==> src/hdl/mats_pkg.sv <==
// Shared constants, types and colour helpers for the multi-ant turmite step unit.
`default_nettype none

package mats_pkg;

  localparam int unsigned GRID_COLUMNS = 56;
  localparam int unsigned GRID_ROWS    = 24;
  localparam int unsigned ANT_COUNT    = 6;
  localparam int unsigned CELL_COUNT   = GRID_COLUMNS * GRID_ROWS;

  localparam int unsigned ADDR_W   = $clog2(CELL_COUNT);
  localparam int unsigned ANT_W    = (ANT_COUNT > 1) ? $clog2(ANT_COUNT) : 1;
  localparam int unsigned CMD_W    = 2;
  localparam int unsigned IDX_W    = 3;
  localparam int unsigned IDXC_W   = 5;
  localparam int unsigned COL_W    = 6;
  localparam int unsigned ROW_W    = 5;
  localparam int unsigned HEAD_W   = 2;
  localparam int unsigned TURN_W   = 5;
  localparam int unsigned COLOUR_W = 3;

  localparam logic [CMD_W-1:0] CMD_CLEAR = 2'd0;
  localparam logic [CMD_W-1:0] CMD_LOAD  = 2'd1;
  localparam logic [CMD_W-1:0] CMD_TICK  = 2'd2;

  localparam logic [HEAD_W-1:0] HEAD_POS_X = 2'd0;
  localparam logic [HEAD_W-1:0] HEAD_POS_Y = 2'd1;
  localparam logic [HEAD_W-1:0] HEAD_NEG_X = 2'd2;
  localparam logic [HEAD_W-1:0] HEAD_NEG_Y = 2'd3;

  typedef logic [COLOUR_W-1:0] colour_t;

  localparam colour_t PAINT_BLACK  = 3'd0;
  localparam colour_t PAINT_YELLOW = 3'd4;

  typedef struct packed {
    logic             load;
    logic             advance;
    logic [ANT_W-1:0] sel;
  } ant_ctl_t;

  // codes above yellow read as black
  function automatic colour_t clean_colour(input colour_t c);
    return (c > PAINT_YELLOW) ? PAINT_BLACK : c;
  endfunction

  function automatic colour_t next_colour(input colour_t c);
    colour_t s;
    s = clean_colour(c);
    return (s == PAINT_YELLOW) ? PAINT_BLACK : colour_t'(s + 1'b1);
  endfunction

endpackage

`default_nettype wire

==> src/hdl/mats_ant_file.sv <==
// Ant state registers with the shared turn-and-step unit.
`default_nettype none

module mats_ant_file
  import mats_pkg::*;
(
  input  wire logic              clk_i,
  input  wire logic              rst_ni,
  input  wire ant_ctl_t          ctl_i,
  input  wire logic [COL_W-1:0]  start_x_i,
  input  wire logic [ROW_W-1:0]  start_y_i,
  input  wire logic [HEAD_W-1:0] start_heading_i,
  input  wire logic [TURN_W-1:0] turn_rules_i,
  input  wire colour_t           seen_i,
  output logic [COL_W-1:0]       col_o,
  output logic [ROW_W-1:0]       row_o
);

  logic [COL_W-1:0]  col_q  [ANT_COUNT];
  logic [ROW_W-1:0]  row_q  [ANT_COUNT];
  logic [HEAD_W-1:0] head_q [ANT_COUNT];
  logic [TURN_W-1:0] turn_q [ANT_COUNT];

  logic [HEAD_W-1:0] cur_head, new_head;
  logic [TURN_W-1:0] cur_turn;
  logic [COL_W-1:0]  new_col, ld_col;
  logic [ROW_W-1:0]  new_row, ld_row;
  colour_t           seen;

  always_comb begin
    col_o    = col_q[ctl_i.sel];
    row_o    = row_q[ctl_i.sel];
    cur_head = head_q[ctl_i.sel];
    cur_turn = turn_q[ctl_i.sel];
    seen     = clean_colour(seen_i);
    new_head = cur_turn[seen] ? HEAD_W'(cur_head + 1'b1) : HEAD_W'(cur_head - 1'b1);
    new_col  = col_o;
    new_row  = row_o;
    case (new_head)
      HEAD_POS_X: begin
        new_col = (col_o == COL_W'(GRID_COLUMNS - 1)) ? '0 : COL_W'(col_o + 1'b1);
      end
      HEAD_POS_Y: begin
        new_row = (row_o == ROW_W'(GRID_ROWS - 1)) ? '0 : ROW_W'(row_o + 1'b1);
      end
      HEAD_NEG_X: begin
        new_col = (col_o == '0) ? COL_W'(GRID_COLUMNS - 1) : COL_W'(col_o - 1'b1);
      end
      HEAD_NEG_Y: begin
        new_row = (row_o == '0) ? ROW_W'(GRID_ROWS - 1) : ROW_W'(row_o - 1'b1);
      end
      default: begin
        new_col = col_o;
      end
    endcase
    // inputs stay below twice the grid size, one subtract reduces them
    ld_col = (start_x_i >= COL_W'(GRID_COLUMNS)) ?
             COL_W'(start_x_i - COL_W'(GRID_COLUMNS)) : start_x_i;
    ld_row = (start_y_i >= ROW_W'(GRID_ROWS)) ?
             ROW_W'(start_y_i - ROW_W'(GRID_ROWS)) : start_y_i;
  end

  always_ff @(posedge clk_i or negedge rst_ni) begin
    if (!rst_ni) begin
      for (int i = 0; i < ANT_COUNT; i++) begin
        col_q[i]  <= '0;
        row_q[i]  <= '0;
        head_q[i] <= '0;
        turn_q[i] <= '0;
      end
    end else if (ctl_i.load) begin
      col_q[ctl_i.sel]  <= ld_col;
      row_q[ctl_i.sel]  <= ld_row;
      head_q[ctl_i.sel] <= start_heading_i;
      turn_q[ctl_i.sel] <= turn_rules_i;
    end else if (ctl_i.advance) begin
      col_q[ctl_i.sel]  <= new_col;
      row_q[ctl_i.sel]  <= new_row;
      head_q[ctl_i.sel] <= new_head;
    end
  end

endmodule

`default_nettype wire

==> config.mk <==
export PLATFORM = sky130hd
export DESIGN_NAME = mats_ant_file
export DESIGN_NICKNAME = d
export VERILOG_FILES = /design/src/hdl/mats_pkg.sv /design/src/hdl/mats_ant_file.sv
export SDC_FILE = /design/constraint.sdc
export NUM_CORES = 1
export LEC_CHECK = 0
export BUFFER_PORTS_ARGS = -buffer_cell sky130_fd_sc_hd__buf_2
export CAP_MARGIN = 20
export CORE_ASPECT_RATIO = 0.6
export CORE_UTILIZATION = 65
export DETAILED_ROUTE_END_ITERATION = 10
export GPL_ROUTABILITY_DRIVEN = 0
export HOLD_SLACK_MARGIN = 0.1
export PLACE_DENSITY = 0.82
export SYNTH_ARGS = -nofsm -noshare
export SYNTH_HDL_FRONTEND = slang
export SYNTH_SLANG_ARGS = --single-unit
==> constraint.sdc <==
create_clock -name clk_i -period 4.5 [get_ports clk_i]
set_input_delay 0.45 -clock clk_i [delete_from_list [all_inputs] [get_ports clk_i]]
set_output_delay 0.45 -clock clk_i [all_outputs]
set_load 0.03 [all_outputs]
; After elaboration in Yosys (flattened, before gate mapping)
; Index checks and enable logic that the tools add are counted.
[word_totals]
register_bits = 108
latchBits = 0
mem_bits_rw = 0
mem_bits_ro = 0
in_bits = 28
out_inout_bits = 11
word_cells = 92
n_memories = 0
[op_classes]
addsub = 8
multipliers = 0
div = 0
order_cmp = 6
n_eq_ne = 5
shift = 0
muxes = 43
n_bitwise = 1
n_reduce_logical = 5
[op_table]
columns = operator, n
row1 = bitwise mux 30 bit, 3
row2 = bitwise mux 36 bit, 2
row3 = two-way mux 36 bit, 2
row4 = two-way mux 30 bit, 2
row5 = two-way mux 5 bit, 8
row6 = two-way mux 6 bit, 6
row7 = binary-select mux 5 bit (select 3 bit), 2
row8 = bitwise mux 12 bit, 2
row9 = two-way mux 12 bit, 2
row10 = binary-select mux 6 bit (select 3 bit), 1
row11 = demux 6 bit (select 3 bit), 1
row12 = demux 5 bit (select 3 bit), 1
row13 = one-hot mux 6 bit (2 select lines), 1
row14 = one-hot mux 5 bit (2 select lines), 1
row15 = two-way mux 2 bit, 4
row16 = "adder 6 x 1 -> 6 bit, second input constant", 1
row17 = binary-select mux 2 bit (select 3 bit), 1
row18 = demux 2 bit (select 3 bit), 1
row19 = "== test 6 bit, second input constant", 1
row20 = ">= comparator 6 bit, second input constant", 1
row21 = zero test 6 bit, 1
row22 = "subtractor 6 x 1 -> 6 bit, second input constant", 1
row23 = "subtractor 6 bit, second input constant", 1
row24 = "adder 5 x 1 -> 5 bit, second input constant", 1
row25 = 20 further kinds, 21

; Longest topological paths before layout
[logic_depth]
ltp_word = 12
ltp_mapped = 18
mapped_depth_nobuf = 13

; Worst setup path after synthesis
; OpenSTA, ideal clock, no wires.
[synth_path]
path_kind = input -> register
start = input ctl_i[1] (netlist name)
end = register col_q[11] (netlist name)
arrival_ns = 3.621
slack_ns = 0.734
cell_stages = 17
cell_sequence = buf_2 buf_2 buf_1 nor3b_2 a22oi_1 o211a_1 a311oi_1 a21oi_1 mux2i_1 xnor2_1 ha_1 clkbuf_1 inv_1 o21ai_0 a21oi_1 nor4_2 a21oi_1
[synth_between]
elab_chain_len = 12
elab_cells_between_ends = 33
classes_between = add/sub: 4 / order compare: 2 / eq/ne: 2 / mux: 21 / bitwise: 1 / reduce/logical: 3
[synth_rtl]
columns = item, line
row1 = start: declaration, mats_ant_file.sv:9  ; input wire ant_ctl_t ctl_i,
row2 = inverter 3 -> 4 bit (implied by the code) *, -
row3 = binary-select mux 5 bit (select 3 bit), mats_ant_file.sv:34  ; cur_turn = turn_q[ctl_i.sel];
row4 = two-way mux 5 bit (implied by the code) (2 in series), mats_ant_file.sv:34
row5 = binary-select mux 1 bit (select 3 bit), mats_ant_file.sv:36  ; new_head = cur_turn[seen] ? HEAD_W'(cur_head + 1'b1) : HEAD_W'(cur_head - 1'b1);
row6 = two-way mux 1 bit (implied by the code), mats_ant_file.sv:36
row7 = two-way mux 2 bit, mats_ant_file.sv:36
row8 = == test 2 bit or zero test 2 bit (tied branches), mats_ant_file.sv:39  ; case (new_head)
row9 = one-hot mux 6 bit (2 select lines), mats_ant_file.sv:39
row10 = bitwise mux 36 bit, mats_ant_file.sv:77  ; col_q[ctl_i.sel] <= new_col;
row11 = two-way mux 36 bit, mats_ant_file.sv:76  ; end else if (ctl_i.advance) begin
row12 = two-way mux 36 bit *, mats_ant_file.sv:71  ; end else if (ctl_i.load) begin
row13 = end signal: indexed assignment, mats_ant_file.sv:72  ; col_q[ctl_i.sel] <= ld_col;
row14 = end signal: indexed assignment, mats_ant_file.sv:77
row15 = end: declaration, mats_ant_file.sv:19  ; logic [COL_W-1:0] col_q [ANT_COUNT];
; Mark *: on every way between the ends. The rest lies on a longest branch, timed or not. The select of a mux whose other input is x is not followed.
; A chain may end at the register's enable or synchronous reset.

; Final worst setup path
[layout_path]
start = input ctl_i[2] (netlist name)
end = register row_q[23] (netlist name)
[layout_between]
elab_chain_len = 12
elab_cells_between_ends = 33
classes_between = add/sub: 4 / order compare: 2 / eq/ne: 3 / mux: 21 / bitwise: 1 / reduce/logical: 2
[layout_rtl]
columns = item, line
row1 = inverter 3 -> 4 bit (implied by the code) *, -
row2 = binary-select mux 5 bit (select 3 bit), mats_ant_file.sv:34
row3 = two-way mux 5 bit (implied by the code) (2 in series), mats_ant_file.sv:34
row4 = binary-select mux 1 bit (select 3 bit), mats_ant_file.sv:36
row5 = two-way mux 1 bit (implied by the code), mats_ant_file.sv:36
row6 = two-way mux 2 bit, mats_ant_file.sv:36
row7 = == test 2 bit or == test 2 x 1 -> 1 bit (tied branches), mats_ant_file.sv:39
row8 = one-hot mux 5 bit (2 select lines), mats_ant_file.sv:39
row9 = bitwise mux 30 bit, mats_ant_file.sv:78  ; row_q[ctl_i.sel] <= new_row;
row10 = two-way mux 30 bit, mats_ant_file.sv:76
row11 = two-way mux 30 bit *, mats_ant_file.sv:71
row12 = end signal: indexed assignment, mats_ant_file.sv:73  ; row_q[ctl_i.sel] <= ld_row;
row13 = end signal: indexed assignment, mats_ant_file.sv:78
row14 = end: declaration, mats_ant_file.sv:20  ; logic [ROW_W-1:0] row_q [ANT_COUNT];
; Marks and branches as above.

==> impl_metrics.json <==
{
  "nets": 700,
  "rsz0062_at_grt": "false",
  "final_min_period_over_clock_period_pct": 89.2,
  "worst_slew_margin_rel_pct": 27.4,
  "drcViolationCount": 8,
  "grt_antenna_before_repair": 0,
  "postSynthNetCount": 668,
  "worst_setup_path_end_kind": "flop",
  "tightestPinTransition_ps": 1090,
  "clock_root_buffer": "sky130_fd_sc_hd__clkbuf_16",
  "timing.critical_path.cells": "buf_2 > buf_4 > mux2_2 > a222oi_1 > ha_1 > nand2_1 > or3_1 > o2111a_1 > a311oi_2 > a31oi_1",
  "detailedRoute.firstPassIterationCount": 11,
  "setup_cp_type": "in -> reg",
  "ctsLongestPathBuffers": 2,
  "drt.antenna.violating_nets": 0,
  "postCtsSetupRepairBufs": 0,
  "wl_um": 19400,
  "clock.fmax_mhz": 249,
  "via_count": 5785,
  "grt_pass1_vias": 5635,
  "via_per_inst": 7.25,
  "worstPathMaxFanout": 25,
  "die_w_um": 127,
  "placement_rows": 27,
  "drv_slew": 0,
  "worst_r2r_path_depth": 13,
  "ff2ff_setup_slack_ps": 1000,
  "min_period_ps": 4010,
  "floorplan.die.height_um": 77.3,
  "worst_setup_path_start_kind": "input port",
  "arrival_worst_endpoint_ps": 4230,
  "required_ps": 4720,
  "synth-edff-count": 0,
  "num_antenna_cells": 0,
  "run_status": "finished, violations left",
  "numCtsBuffers": 9,
  "ctsHoldBuffers": 0,
  "fraction_of_synthesis_flops_using_an_asynchronous_set_or_reset_pin_pct": 100,
  "avgSynthCellArea_sq_um": 9.73,
  "area.growth.synth_to_final_pct": 11.2,
  "p_leak_nw": 2.87,
  "grt_start_max_net_pins": 65,
  "clkSlewWorstSetupHoldPaths_ps": 70,
  "fp.coreArea_sq_mm": 0.00916,
  "synthDistinctLibCells": 66,
  "synth.yosys.seq_area_share_pct": 44.0,
  "clock_skew_ps": 5.58,
  "maximum_capacitance_violations": 0,
  "top_level_ports": 39,
  "layout-drive-gt1-share_pct": 22.8,
  "clock_latency_ps": 360,
  "max-vdd-ir-drop_uv": 271,
  "finalSetupViolCount": 0,
  "cts_resized": 0,
  "cpLargestDelayFamily": "compound AO/OA/AOI/OAI gates",
  "grt.total_usage_pct": 41.8,
  "fp.dieArea_sq_mm": 0.00985,
  "most_frequently_used_flop_master_after_synthesis": "sky130_fd_sc_hd__dfrtp_1",
  "netlist_instances": 631,
  "place.port_buffers": 38,
  "clkSinkCount": 108,
  "worst_r2r_endpoint": "col_q[23]",
  "violations": "design-rule violations",
  "post_synth_instance_area_sq_mm": 0.00614,
  "cp_num_buf_inv": 2,
  "post-dp-hpwl_um": 13100,
  "power.density_cell_area_mw_per_mm2": 479,
  "wire_length_of_the_first_global_routing_pass_um": 30600,
  "critPathSlowestCell": "sky130_fd_sc_hd__a222oi_1",
  "postSynthRegisterBits": 108,
  "setup_total_negative_slack_ps": 0,
  "clock_tree_from_tritoncts": "yes",
  "crit-reg2reg-launch": "turn_q[3]",
  "timing.hold.worst.class": "in -> async",
  "hold_violations": 0,
  "timing.critical_path.slowest_cell_delay_ps": 850,
  "yosysWarnings": 0,
  "floorplan.initialDensity_pct": 67.1,
  "drt-wirelength-per-cell_um": 24.3,
  "detailedRoute.firstIterationViolations": 1009,
  "power.total_mw": 3.27,
  "htree_levels": 3,
  "grt-ovfl-total": 0
}
==> area by class of cell <==
cell class | instances | area [sq um]
clock buffer | 9 | 225
clock inverter | 7 | 98.8
fill | 627 | 2330
inverter | 17 | 63.8
multi-input combinational | 463 | 3190
sequential | 108 | 2700
tap | 130 | 163
timing repair buffer | 64 | 388
==> cells in the final DEF, fill, tap and decap left out, types with 3 or more instances in the layout <==
master / netlist / routed
sky130_fd_sc_hd__buf_4: 0 / 27
sky130_fd_sc_hd__o221a_2: 4 / 4
sky130_fd_sc_hd__a21oi_1: 50 / 50
sky130_fd_sc_hd__a222oi_1: 4 / 4
sky130_fd_sc_hd__ha_1: 9 / 9
sky130_fd_sc_hd__and2_1: 4 / 4
sky130_fd_sc_hd__dfrtp_1: 108 / 108
sky130_fd_sc_hd__buf_2: 4 / 37
sky130_fd_sc_hd__nor3b_1: 4 / 4
sky130_fd_sc_hd__o21ai_0: 34 / 34
sky130_fd_sc_hd__nand2_1: 63 / 63
sky130_fd_sc_hd__mux2i_1: 17 / 17
sky130_fd_sc_hd__nand2b_1: 8 / 8
sky130_fd_sc_hd__nand3_1: 10 / 10
sky130_fd_sc_hd__a31oi_1: 21 / 21
sky130_fd_sc_hd__o22ai_1: 24 / 24
sky130_fd_sc_hd__o211a_1: 3 / 3
sky130_fd_sc_hd__clkbuf_16: 0 / 9
sky130_fd_sc_hd__o221ai_1: 6 / 6
sky130_fd_sc_hd__o211ai_1: 6 / 6
sky130_fd_sc_hd__nor4_1: 4 / 4
sky130_fd_sc_hd__nor3_1: 4 / 4
sky130_fd_sc_hd__a221oi_1: 3 / 3
sky130_fd_sc_hd__o22a_1: 10 / 10
sky130_fd_sc_hd__o31ai_1: 6 / 6
sky130_fd_sc_hd__nor2b_1: 7 / 7
sky130_fd_sc_hd__mux2_2: 59 / 59
sky130_fd_sc_hd__inv_1: 15 / 15
sky130_fd_sc_hd__a22oi_1: 17 / 17
sky130_fd_sc_hd__nor2_1: 48 / 48
==> cells by family after synthesis <==
logic type / share of synthesized area, %
compound gates: 22.9
flops: 44.0
fa+ha+maj: 1.83
simple gates: 12.1
xor+xnor: 0.428
buf+inv: 4.06
mux: 14.6
==> cells in the mapped netlist, types with 6 or more instances <==
cell / count / area (sq um)
sky130_fd_sc_hd__o221ai_1: 6 / 52.6
sky130_fd_sc_hd__a22oi_1: 17 / 128
sky130_fd_sc_hd__o21ai_0: 34 / 170
sky130_fd_sc_hd__ha_1: 9 / 113
sky130_fd_sc_hd__o22ai_1: 24 / 150
sky130_fd_sc_hd__o31ai_1: 6 / 45.0
sky130_fd_sc_hd__nor2_1: 48 / 180
sky130_fd_sc_hd__nand2_1: 63 / 236
sky130_fd_sc_hd__mux2_2: 59 / 664
sky130_fd_sc_hd__clkbuf_1: 34 / 128
sky130_fd_sc_hd__a21oi_1: 50 / 250
sky130_fd_sc_hd__dfrtp_1: 108 / 2700
sky130_fd_sc_hd__o22a_1: 10 / 87.6
sky130_fd_sc_hd__nor2b_1: 7 / 43.8
sky130_fd_sc_hd__o211ai_1: 6 / 45.0
sky130_fd_sc_hd__nand3_1: 10 / 50.1
sky130_fd_sc_hd__inv_1: 15 / 56.3
sky130_fd_sc_hd__a31oi_1: 21 / 131
sky130_fd_sc_hd__nand2b_1: 8 / 50.1
sky130_fd_sc_hd__mux2i_1: 17 / 170
==> registers in the layout, indices dropped and copies added (netlist names) <==
name	count
col_q	36
row_q	30
turn_q	30
head_q	12
==> worst max-delay path by stage <==
stage | startpoint | end | slack (ps) | cells after the start
floorplan | ctl_i[1] | col_q[11] | 730 | 17
global placement | ctl_i[2] | row_q[23] | 410 | 10
detailed placement | ctl_i[2] | row_q[18] | 370 | 10
CTS | ctl_i[2] | row_q[23] | 670 | 10
global route | ctl_i[2] | row_q[23] | 380 | 10
finish | ctl_i[2] | row_q[23] | 490 | 10
==> stage by stage <==
step                      worst slack, ps  cells  hold slack, ps  util, %  area [sq um]
after floorplan                       734    631             154        -          6140
after global placement                414    782             469     71.1          6500
after detailed placement              372    782             476     71.1          6500
after CTS                             666    798             218     74.6          6830
after global routing                  383    798             249     74.6          6830
final                                 487    798             182     74.6          6830
==> routing by layer <==
metal	vias up	GRT usage, %	part of all wire (%)
li1	2421	-	-
met1	2794	56.5	37
met2	463	61.3	43
met4	0	18.7	4.5
met3	107	13.5	15
met5	-	1.07	0
==> report_power, final <==
group	leakage (nW)	switching [mW]	internal (mW)
sequential	1.24	0.153	1.21
clock	0.156	0.381	0.492
combinational	1.48	0.617	0.421
(Power assumes the default switching activity.)
